`config.mk`:
```
export PLATFORM = sky130hd
export DESIGN_NAME = typed_decimal_token_validator_top
export DESIGN_NICKNAME = d
export VERILOG_FILES = /design/src/sv/tdtv_pkg.sv /design/src/sv/typed_decimal_token_validator_top.sv /design/src/sv/tdtv_accum.sv /design/src/sv/tdtv_final.sv
export SDC_FILE = /design/constraint.sdc
export NUM_CORES = 1
export LEC_CHECK = 0
export ABC_AREA = 0
export BUFFER_PORTS_ARGS = -buffer_cell sky130_fd_sc_hd__buf_4
export CORE_MARGIN = 4
export CORE_UTILIZATION = 50
export DETAILED_ROUTE_END_ITERATION = 8
export PLACE_DENSITY_LB_ADDON = 0.25
export REMOVE_ABC_BUFFERS = 1
export SYNTH_ARGS = -nofsm -noshare
export SYNTH_HDL_FRONTEND = slang
export SYNTH_HIERARCHICAL = 1
export SYNTH_SLANG_ARGS = --single-unit
```
`constraint.sdc`:
```
create_clock -name aclk -period 6.1 [get_ports aclk]
set_clock_uncertainty 0.1 [all_clocks]
set_input_delay 0.61 -clock aclk [delete_from_list [all_inputs] [get_ports aclk]]
set_output_delay 0.61 -clock aclk [all_outputs]
set_load 0.01 [all_outputs]
```
`src/sv/tdtv_pkg.sv`:
```
`default_nettype none

package tdtv_pkg;

    // Type codes carried in value_type
    localparam logic [3:0] TYPE_U8     = 4'd0;
    localparam logic [3:0] TYPE_U16    = 4'd1;
    localparam logic [3:0] TYPE_U32    = 4'd2;
    localparam logic [3:0] TYPE_U64    = 4'd3;
    localparam logic [3:0] TYPE_S8     = 4'd4;
    localparam logic [3:0] TYPE_S16    = 4'd5;
    localparam logic [3:0] TYPE_S32    = 4'd6;
    localparam logic [3:0] TYPE_S64    = 4'd7;
    localparam logic [3:0] TYPE_FLOAT  = 4'd8;
    localparam logic [3:0] TYPE_DOUBLE = 4'd9;
    localparam logic [3:0] TYPE_CHAR   = 4'd10;
    localparam logic [3:0] TYPE_STRING = 4'd11;
    localparam logic [3:0] TYPE_BOOL   = 4'd12;

    localparam logic [7:0] CH_ZERO  = 8'h30;
    localparam logic [7:0] CH_ONE   = 8'h31;
    localparam logic [7:0] CH_NINE  = 8'h39;
    localparam logic [7:0] CH_PLUS  = 8'h2B;
    localparam logic [7:0] CH_MINUS = 8'h2D;
    localparam logic [7:0] CH_DOT   = 8'h2E;
    localparam logic [7:0] CH_UP_A  = 8'h41;
    localparam logic [7:0] CH_UP_Z  = 8'h5A;
    localparam logic [7:0] CASE_OFS = 8'h20;

    // Largest magnitude that can still take another decimal digit
    localparam logic [63:0] MAG_DIV10_LIMIT = 64'd1844674407370955161;
    localparam logic [3:0]  MAG_LAST_DIGIT  = 4'd5;

    localparam logic [2:0] POS_MAX = 3'd7;

    typedef struct packed {
        logic [7:0] character;
        logic       last_char;
        logic       empty_token;
        logic [3:0] value_type;
    } in_t;

    typedef struct packed {
        logic        is_valid;
        logic [63:0] value_bits;
    } out_t;

    // Everything known about a finished token
    typedef struct packed {
        logic        empty;
        logic [3:0]  vtype;
        logic        minus_seen;
        logic [2:0]  last_pos;
        logic        digit_seen;
        logic        dot_seen;
        logic        bad_char;
        logic        mag_ovf;
        logic        true_match;
        logic        false_match;
        logic [7:0]  first_byte;
        logic [63:0] magnitude;
    } token_sum_t;

    function automatic logic [7:0] word_true_char(input logic [1:0] idx);
        logic [7:0] ch;
        case (idx)
            2'd0:    ch = 8'h74; // t
            2'd1:    ch = 8'h72; // r
            2'd2:    ch = 8'h75; // u
            default: ch = 8'h65; // e
        endcase
        return ch;
    endfunction

    function automatic logic [7:0] word_false_char(input logic [2:0] idx);
        logic [7:0] ch;
        case (idx)
            3'd0:    ch = 8'h66; // f
            3'd1:    ch = 8'h61; // a
            3'd2:    ch = 8'h6C; // l
            3'd3:    ch = 8'h73; // s
            default: ch = 8'h65; // e
        endcase
        return ch;
    endfunction

endpackage

`default_nettype wire

```
`src/sv/typed_decimal_token_validator_top.sv`:
```
// Path: the last character of a token passes the input register, the token accumulator
//   and the result register, in that order, before m_valid rises for the token.
// Throughput: one character per cycle; each stage advances when the one after it is
//   empty or moving, so a waiting result stalls s_ready only once a finished token and
//   one more character are held behind it.
// Reset: aresetn is synchronous, active low; it empties all stages and clears the token.
`default_nettype none

module typed_decimal_token_validator_top (
    input  wire logic           aclk,
    input  wire logic           aresetn,
    input  wire logic           s_valid,
    output logic                s_ready,
    input  wire tdtv_pkg::in_t  s_data,
    output logic                m_valid,
    input  wire logic           m_ready,
    output tdtv_pkg::out_t      m_data
);

    // Input register
    logic           in_valid_reg, in_valid_next;
    tdtv_pkg::in_t  in_data_reg;

    // Result register
    logic           out_valid_reg, out_valid_next;
    tdtv_pkg::out_t out_data_reg;

    logic                 sum_valid;
    tdtv_pkg::token_sum_t sum;
    tdtv_pkg::out_t       result;

    logic adv_out;   // result register may load
    logic adv_acc;   // accumulator may consume the held character

    // Advance each stage when the stage after it is empty or draining
    assign adv_out = !out_valid_reg || m_ready;
    assign adv_acc = !sum_valid || adv_out;
    assign s_ready = !in_valid_reg || adv_acc;

    always_comb begin
        in_valid_next  = s_ready ? s_valid : in_valid_reg;
        out_valid_next = adv_out ? sum_valid : out_valid_reg;
    end

    always_ff @(posedge aclk) begin
        if (!aresetn) begin
            in_valid_reg  <= 1'b0;
            out_valid_reg <= 1'b0;
        end else begin
            in_valid_reg  <= in_valid_next;
            out_valid_reg <= out_valid_next;
        end
    end

    // Payload registers: load on transfer, hold otherwise
    always_ff @(posedge aclk) begin
        if (s_valid && s_ready) begin
            in_data_reg <= s_data;
        end
        if (adv_out && sum_valid) begin
            out_data_reg <= result;
        end
    end

    // Fold each character into the running token state; emit a summary on the last one or an empty token
    tdtv_accum u_accum (
        .aclk       (aclk),
        .aresetn    (aresetn),
        .item_valid (in_valid_reg),
        .item       (in_data_reg),
        .advance    (adv_acc),
        .sum_valid  (sum_valid),
        .sum        (sum)
    );

    // Range checks and value formation for the finished token
    tdtv_final u_final (
        .sum    (sum),
        .result (result)
    );

    assign m_valid = out_valid_reg;
    assign m_data  = out_data_reg;

    // An empty result register never stalls the input side
    a_ready_when_drained: assert property (@(posedge aclk) disable iff (!aresetn)
        !m_valid |-> s_ready)
        else $error("s_ready low while result register empty");

    // A rejected token carries a zero value
    a_invalid_zero_value: assert property (@(posedge aclk) disable iff (!aresetn)
        m_valid && !m_data.is_valid |-> m_data.value_bits == 64'd0)
        else $error("invalid result with nonzero value");

    // A finished token summary is not dropped while the result side stalls
    a_summary_held: assert property (@(posedge aclk) disable iff (!aresetn)
        sum_valid && !adv_out |=> sum_valid && $stable(sum))
        else $error("token summary lost under stall");

endmodule

`default_nettype wire

```
`src/sv/tdtv_accum.sv`:
```
`default_nettype none

module tdtv_accum (
    input  wire logic                  aclk,
    input  wire logic                  aresetn,
    input  wire logic                  item_valid,
    input  wire tdtv_pkg::in_t         item,
    input  wire logic                  advance,
    output logic                       sum_valid,
    output tdtv_pkg::token_sum_t       sum
);

    logic [3:0]  held_type_reg,   held_type_next;
    logic        minus_reg,       minus_next;
    logic [2:0]  pos_reg,         pos_next;
    logic        digit_reg,       digit_next;
    logic        dot_reg,         dot_next;
    logic        bad_reg,         bad_next;
    logic [63:0] mag_reg,         mag_next;
    logic        ovf_reg,         ovf_next;
    logic        true_reg,        true_next;
    logic        false_reg,       false_next;
    logic [7:0]  first_reg,       first_next;
    logic        sum_valid_reg,   sum_valid_next;
    tdtv_pkg::token_sum_t sum_reg, sum_next;

    logic        step;
    logic        done;
    logic        is_digit;
    logic [3:0]  digit;
    logic [7:0]  lower;
    logic [63:0] mag_x10;

    assign step = item_valid && advance;
    assign done = item.last_char || item.empty_token;

    always_comb begin
        is_digit = (item.character >= tdtv_pkg::CH_ZERO) &&
                   (item.character <= tdtv_pkg::CH_NINE);
        digit    = item.character[3:0];
        mag_x10  = {mag_reg[60:0], 3'b000} + {mag_reg[62:0], 1'b0};
        lower    = ((item.character >= tdtv_pkg::CH_UP_A) &&
                    (item.character <= tdtv_pkg::CH_UP_Z)) ?
                   item.character + tdtv_pkg::CASE_OFS : item.character;

        held_type_next = (pos_reg == 3'd0) ? item.value_type : held_type_reg;
        first_next     = (pos_reg == 3'd0) ? item.character  : first_reg;
        minus_next     = minus_reg;
        digit_next     = digit_reg;
        dot_next       = dot_reg;
        bad_next       = bad_reg;
        mag_next       = mag_reg;
        ovf_next       = ovf_reg;

        if (is_digit) begin
            digit_next = 1'b1;
            if (!ovf_reg) begin
                if ((mag_reg > tdtv_pkg::MAG_DIV10_LIMIT) ||
                    ((mag_reg == tdtv_pkg::MAG_DIV10_LIMIT) &&
                     (digit > tdtv_pkg::MAG_LAST_DIGIT))) begin
                    ovf_next = 1'b1;
                end else begin
                    mag_next = mag_x10 + {60'd0, digit};
                end
            end
        end else if ((pos_reg == 3'd0) && ((item.character == tdtv_pkg::CH_PLUS) ||
                                           (item.character == tdtv_pkg::CH_MINUS))) begin
            if (item.character == tdtv_pkg::CH_MINUS) begin
                minus_next = 1'b1;
            end
        end else if ((item.character == tdtv_pkg::CH_DOT) && !dot_reg) begin
            dot_next = 1'b1;
        end else begin
            bad_next = 1'b1;
        end

        true_next  = true_reg && (pos_reg < 3'd4) &&
                     (lower == tdtv_pkg::word_true_char(pos_reg[1:0]));
        false_next = false_reg && (pos_reg < 3'd5) &&
                     (lower == tdtv_pkg::word_false_char(pos_reg));
        pos_next   = (pos_reg < tdtv_pkg::POS_MAX) ? pos_reg + 3'd1 : tdtv_pkg::POS_MAX;

        sum_next.empty       = item.empty_token;
        sum_next.vtype       = item.empty_token ? item.value_type : held_type_next;
        sum_next.minus_seen  = minus_next;
        sum_next.last_pos    = pos_reg;
        sum_next.digit_seen  = digit_next;
        sum_next.dot_seen    = dot_next;
        sum_next.bad_char    = bad_next;
        sum_next.mag_ovf     = ovf_next;
        sum_next.true_match  = true_next;
        sum_next.false_match = false_next;
        sum_next.first_byte  = first_next;
        sum_next.magnitude   = mag_next;

        sum_valid_next = advance ? (step && done) : sum_valid_reg;
    end

    always_ff @(posedge aclk) begin
        if (!aresetn) begin
            held_type_reg <= '0;
            minus_reg     <= 1'b0;
            pos_reg       <= '0;
            digit_reg     <= 1'b0;
            dot_reg       <= 1'b0;
            bad_reg       <= 1'b0;
            mag_reg       <= '0;
            ovf_reg       <= 1'b0;
            true_reg      <= 1'b1;
            false_reg     <= 1'b1;
            first_reg     <= '0;
            sum_valid_reg <= 1'b0;
        end else begin
            sum_valid_reg <= sum_valid_next;
            if (step) begin
                if (done) begin
                    // clear for the next token
                    held_type_reg <= '0;
                    minus_reg     <= 1'b0;
                    pos_reg       <= '0;
                    digit_reg     <= 1'b0;
                    dot_reg       <= 1'b0;
                    bad_reg       <= 1'b0;
                    mag_reg       <= '0;
                    ovf_reg       <= 1'b0;
                    true_reg      <= 1'b1;
                    false_reg     <= 1'b1;
                    first_reg     <= '0;
                end else begin
                    held_type_reg <= held_type_next;
                    minus_reg     <= minus_next;
                    pos_reg       <= pos_next;
                    digit_reg     <= digit_next;
                    dot_reg       <= dot_next;
                    bad_reg       <= bad_next;
                    mag_reg       <= mag_next;
                    ovf_reg       <= ovf_next;
                    true_reg      <= true_next;
                    false_reg     <= false_next;
                    first_reg     <= first_next;
                end
            end
        end
    end

    always_ff @(posedge aclk) begin
        if (step && done) begin
            sum_reg <= sum_next;
        end
    end

    assign sum_valid = sum_valid_reg;
    assign sum       = sum_reg;

endmodule

`default_nettype wire

```
`src/sv/tdtv_final.sv`:
```
`default_nettype none

module tdtv_final (
    input  wire tdtv_pkg::token_sum_t sum,
    output tdtv_pkg::out_t            result
);

    logic [63:0] mag;
    logic        above_n;
    logic        above_m;
    logic        low_m;
    logic        int_ok;
    logic        fits_u;
    logic        fits_pos;
    logic        fits_neg;
    logic        signed_ok;
    logic        is_one;
    logic        is_zero;

    assign mag = sum.magnitude;

    always_comb begin
        // above_n: magnitude needs more than n bits; above_m: more than n-1;
        // low_m: any of the low n-1 bits set
        case (sum.vtype[1:0])
            2'd0: begin
                above_n = |mag[63:8];
                above_m = |mag[63:7];
                low_m   = |mag[6:0];
            end
            2'd1: begin
                above_n = |mag[63:16];
                above_m = |mag[63:15];
                low_m   = |mag[14:0];
            end
            2'd2: begin
                above_n = |mag[63:32];
                above_m = |mag[63:31];
                low_m   = |mag[30:0];
            end
            default: begin
                above_n = 1'b0;
                above_m = mag[63];
                low_m   = |mag[62:0];
            end
        endcase

        int_ok    = sum.digit_seen && !sum.bad_char && !sum.dot_seen && !sum.mag_ovf;
        fits_u    = !above_n;
        fits_pos  = !above_m;
        fits_neg  = !above_m || (!above_n && !low_m);
        signed_ok = int_ok && (sum.minus_seen ? fits_neg : fits_pos);

        is_one  = ((sum.last_pos == 3'd0) && (sum.first_byte == tdtv_pkg::CH_ONE)) ||
                  ((sum.last_pos == 3'd3) && sum.true_match);
        is_zero = ((sum.last_pos == 3'd0) && (sum.first_byte == tdtv_pkg::CH_ZERO)) ||
                  ((sum.last_pos == 3'd4) && sum.false_match);

        result = '0;
        if (sum.empty) begin
            result.is_valid = (sum.vtype == tdtv_pkg::TYPE_CHAR) ||
                              (sum.vtype == tdtv_pkg::TYPE_STRING);
        end else begin
            unique case (sum.vtype) inside
                [tdtv_pkg::TYPE_U8 : tdtv_pkg::TYPE_U64]: begin
                    result.is_valid = int_ok && !sum.minus_seen && fits_u;
                    if (result.is_valid) begin
                        result.value_bits = mag;
                    end
                end
                [tdtv_pkg::TYPE_S8 : tdtv_pkg::TYPE_S64]: begin
                    result.is_valid = signed_ok;
                    if (signed_ok) begin
                        result.value_bits = sum.minus_seen ? (64'd0 - mag) : mag;
                    end
                end
                tdtv_pkg::TYPE_FLOAT, tdtv_pkg::TYPE_DOUBLE: begin
                    result.is_valid = sum.digit_seen && !sum.bad_char;
                end
                tdtv_pkg::TYPE_CHAR: begin
                    result.is_valid   = 1'b1;
                    result.value_bits = {56'd0, sum.first_byte};
                end
                tdtv_pkg::TYPE_STRING: begin
                    result.is_valid = 1'b1;
                end
                tdtv_pkg::TYPE_BOOL: begin
                    result.is_valid   = is_one || is_zero;
                    result.value_bits = {63'd0, is_one};
                end
                default: begin
                    result = '0;
                end
            endcase
        end
    end

endmodule

`default_nettype wire

```
Word level (Yosys, flattened, before mapping)
Index checks and enable logic that the tools add are counted.
- $lt $le $gt $ge: 13
- add/subtract/negate cells: 5
- eq/ne operators: 22
- reductions and logical operators: 64
- multiplexer cells: 44
- operators by type and width (kind ; number):
    $mux W64 ; 7
    $pmux W64 S4 ; 1
    $add A64 B4 Y64 ; 1
    $add A64 B64 Y64 ; 1
    $eq A64 B61 Y1 const B ; 1
    $gt A64 B61 Y1 const B ; 1
    $sub A1 B64 Y64 const A ; 1
    $reduce_or A63 Y1 ; 1
    $reduce_or A57 Y1 ; 1
    $reduce_or A56 Y1 ; 1
    $reduce_or A49 Y1 ; 1
    $reduce_or A48 Y1 ; 1
    $eq A8 B6 Y1 const B ; 5
    $reduce_or A33 Y1 ; 1
    $reduce_or A32 Y1 ; 1
    $reduce_or A31 Y1 ; 1
    $logic_and A1 B1 Y1 ; 26
    $mux W8 ; 3
    $mux W1 ; 22
    $eq A4 B4 Y1 const B ; 5
    $pmux W5 S4 ; 1
    $eq A8 B7 Y1 ; 2
    $pmux W5 S3 ; 1
    $reduce_or A15 Y1 ; 1
    27 further kinds ; 61
- register bits after elaboration: 255
- output and inout port bits: 67
- bits of input ports: 18
- word-level logic and storage cells: 180

Logic depth before layout (Yosys ltp)
- depth after elaboration: 9
- gate-level depth with buffers: 13
- gate-level depth less buffers: 13

By module
The synthesis kept the hierarchy.
- modules (own cells, without submodules) (module ; area an instance (um^2) ; cells an instance ; sequential area each (um^2) ; instances):
    tdtv_accum ; 11586.1 ; 1174 ; 4354.2 ; 1
    tdtv_final ; 2732.6 ; 473 ; 0.0 ; 1
    typed_decimal_token_validator_top ; 2472.4 ; 89 ; 2412.3 ; 1

Least setup slack after synthesis
OpenSTA, ideal clock, no wires.
- kind: input-to-reg
- start point: in m_ready
- end point: reg u_accum.sum_reg (netlist bit u_accum/sum[0]), enable pin
- data required time: 5.466 ns
- setup slack: 0.532 ns
- cell stages on the path: 5
- arrival time: 4.934 ns
- library setup time: 0.534 ns
- buffers on the path: 1
- path through: and2b_1 nand2_1 nand2_1 clkbuf_1 nor2_1
- longest elaborated chain between the ends: 4
- RTL lines (element ; RTL line ; text):
    start, declared ; typed_decimal_token_validator_top.sv:16 ; input wire logic m_ready,
    $logic_or A1 B1 Y1 ; typed_decimal_token_validator_top.sv:36 ; assign adv_out = !out_valid_reg || m_ready;
    $logic_or A1 B1 Y1 ; typed_decimal_token_validator_top.sv:37 ; assign adv_acc = !sum_valid || adv_out;
    named net adv_acc ; typed_decimal_token_validator_top.sv:33 ; logic adv_acc;
    $logic_and A1 B1 Y1 ; tdtv_accum.sv:34 ; assign step = item_valid && advance;
    $logic_and A1 B1 Y1 ; tdtv_accum.sv:147 ; if (step && done) begin
    end signal, assigned ; tdtv_accum.sv:148 ; sum_reg <= sum_next;
    end, declared ; tdtv_accum.sv:25 ; tdtv_pkg::token_sum_t sum_reg, sum_next;
The timed path passes the listed nets, and every way through them passes these cells.
A chain may end at the register's enable or synchronous reset.

Final worst setup path
- start point: reg in_data_reg[9] (netlist name)
- end point: reg u_accum.sum_reg (netlist bit u_accum/sum[50]), data pin
- longest elaborated chain between the ends: 6
- elaborated cells between the ends (all ways): 10
- those cells by class: add/sub (1); order compare (3); mux (3); reduce/logical (3)
- RTL lines (element ; RTL line ; text):
    start, declared ; typed_decimal_token_validator_top.sv:22 ; tdtv_pkg::in_t in_data_reg;
    start signal, assigned ; typed_decimal_token_validator_top.sv:58 ; in_data_reg <= s_data;
    parallel branches: the longest is 5 deep, another holds $add A64 B4 Y64 ; -- ;
    $mux W64 (*) ; tdtv_accum.sv:55 ; if (is_digit) begin
    named net u_accum.mag_next[50] ; tdtv_accum.sv:19 ; logic [63:0] mag_reg, mag_next;
Mark *: on every way through the listed nets, which the timed path passes.

==> out/metrics.cfg <==
[status]
status=finished, final reports clean

[synthesis]
synth_cell_types=91
synth-edff-count=166
async_reset_ff_share_pct=0
yosysSeqAreaShare_pct=40.3
ys_warn_count=6
syn-instance-count=1736
netlist_area_um2=16800
avgSynthCellArea_um2=9.67
ys.flop_type=edfxtp_1
ys_ff_latch=255

[cells_and_area]
n_antenna_cell=0
largest_reg_flops=87
layout-drive-gt1-share_pct=13.4
area_growth_pct=11.2
final_common_cell=nand2_1
mostFrequentLayoutCells=172 x nand2_1, 166 x edfxtp_1, 131 x ha_1
nets=1920

[timing]
finalHoldViolations=0
post-route-period-util_pct=73.3
grt_setup_unrepaired=false
setup_violations=0
maxSlewHeadroom_pct=15.6
final.min_clock_period_ns=4.47
final_max_slew_viol_count=0
max_freq_ghz=0.224
fin_setup_tns_ns=0
holdWs_ns=0.138
worstMarginPinSlew_ns=1.27

[clock_tree]
clkSinkCount=255
root_buffer=clkbuf_16
cts-buffers-inserted=27
cts_buffer_depth=3
cts.htree.levels=1
post_cts_buffers=0
clk_latency_ns=0.55
clk_pin_slew_ns=0.06
cts_resized=0
cts_hold_buf=0
cts_tree=done

[worst_setup_path]
crit_slowest_cell=edfxtp_1
path_delay_family=compound AO/OA/AOI/OAI gates
required_ns=6.30
crit_path_end_kind=register
cp.depth=12
r2r_slack_ns=1.63
cpPeakStageDelay_ns=0.55
path_buf_inv=1
crit_path_max_fanout=11
worstPathArrival_ns=4.67
path_cells=inv_1 -> fa_1 -> fa_1 -> nand2b_1 -> a21oi_1 -> o211ai_1 -> a21oi_1 -> nor2_1 -> o21ai_0 -> a21boi_0 -> xnor2_1 -> mux2_2
critical_path_class=register to register
rr_worst_depth=12
reg2reg_to=u_accum/sum[50]$_DFFE_PP_
start_kind=register
rr_startpoint=in_data_reg[9]$_DFFE_PP_

[global_routing]
grt_pass1_vias=13200
grt_max_degree=72
grt-ovfl-total=0
grt_pass1_wl_um=75700
grt_usage_pct=25.8
antenna_found_initial=0

[power_and_ir_drop]
powerDensity_nw_per_um2=207
leakage_nw=7.66
vdd_drop_max_mv=0.176

[hold_path]
hp-class=input pin to register
hold_depth=1
holdCritStartpoint=s_data[11]
hold_end=in_data_reg[11]$_DFFE_PP_

[detailed_routing]
vias=14300
via_per_inst=6.40
wire_per_inst_um=21.5
drc=0
drt_pass1_iterations=6
drt-initial-drc-count=1649
ant_nets=0
routed_wl_um=48000

[die]
coreArea_um2=32900
die_y_um=191
num_rows=66
dieArea_um2=36600
io_pins=85
die_x_um=191
initial_utilization_pct=51.1

[placed_design]
place_hpwl_um=35000
gp_congestion=0.930
numPortBuffers=84

[run]
cap_violations=0

[how the worst max path moves through the flow]
stage	from	endpoint	slack [ns]
after floorplan	m_ready	u_accum/sum[0]$_DFFE_PP_	0.59
after global placement	in_data_reg[9]$_DFFE_PP_	u_accum/sum[50]$_DFFE_PP_	1.85
final	in_data_reg[9]$_DFFE_PP_	u_accum/sum[50]$_DFFE_PP_	1.63
after global routing	in_data_reg[9]$_DFFE_PP_	u_accum/sum[50]$_DFFE_PP_	1.43
after detailed placement	in_data_reg[9]$_DFFE_PP_	u_accum/sum[50]$_DFFE_PP_	1.75
after CTS	in_data_reg[9]$_DFFE_PP_	u_accum/sum[50]$_DFFE_PP_	1.72
[cell usage after synthesis, types with 15 or more instances]
| master | number | share of area (%) |
|---|---|---|
| o31ai_1 | 18 | 0.80 |
| inv_1 | 43 | 0.96 |
| xor2_1 | 18 | 0.94 |
| nor2_1 | 108 | 2.4 |
| nand3_1 | 35 | 1.0 |
| a32o_1 | 25 | 1.5 |
| a21oi_1 | 119 | 3.5 |
| nor3_1 | 47 | 1.4 |
| mux2_2 | 50 | 3.4 |
| nor4_1 | 19 | 0.71 |
| xnor2_1 | 48 | 2.5 |
| a22o_1 | 36 | 1.9 |
| o21bai_1 | 21 | 0.94 |
| o21ai_0 | 78 | 2.3 |
| o21ai_1 | 15 | 0.45 |
| edfxtp_1 | 166 | 30 |
| a31oi_1 | 38 | 1.4 |
| or3_1 | 40 | 1.5 |
| nor2b_1 | 21 | 0.78 |
| clkbuf_1 | 65 | 1.5 |
| a221o_1 | 18 | 1.1 |
| nand2_1 | 172 | 3.8 |
| dfxtp_1 | 89 | 11 |
| nand4_1 | 35 | 1.3 |
| nand2b_1 | 15 | 0.56 |
| a21o_1 | 35 | 1.6 |
| ha_1 | 131 | 9.8 |
[kinds of logic after synthesis]
group	Yosys count	synth area share, %
compound gates	518	21.6
xor+xnor	66	3.44
fa+ha+maj	133	10.0
buf+inv	138	3.55
flops	255	40.3
mux	59	4.13
simple gates	567	17.0
[metrics by stage]
step / std cells / cell area (µm²) / worst slack, ns / total power, mW / utilization, %
2_1_floorplan: 1641 / 16400 / 0.595 / 2.04 / -
3_3_place_gp: 2182 / 17700 / 1.85 / 2.11 / 53.8
3_5_place_dp: 2182 / 17700 / 1.75 / 2.11 / 53.8
4_1_cts: 2232 / 18700 / 1.72 / 3.89 / 56.8
5_1_grt: 2232 / 18700 / 1.43 / 3.99 / 56.8
6_report: 2232 / 18700 / 1.63 / 3.86 / 56.8
[cell type report]
class	count	area (µm²)
fill	2855	14200
timing repair buffer	99	756
sequential	255	6770
tap	442	553
inverter	43	161
multi-input combinational	1343	9460
clock inverter	13	179
clock buffer	37	797
[power by group]
part	switching [mW]	internal [mW]	leakage (nW)
logic	0.117	0.0635	4.76
clock network	0.697	1.09	0.479
registers	0.0338	1.87	2.42
total	0.847	3.02	7.66
[layer usage]
metal | up-vias | GRT usage, % | routed length [µm]
li1 | 6714 | - | -
met1 | 6833 | 37.9 | 21300
met2 | 645 | 41.4 | 22000
met3 | 82 | 2.50 | 3690
met4 | 0 | 6.24 | 1040
met5 | - | 0 | 0
(Power assumes the default switching activity.)
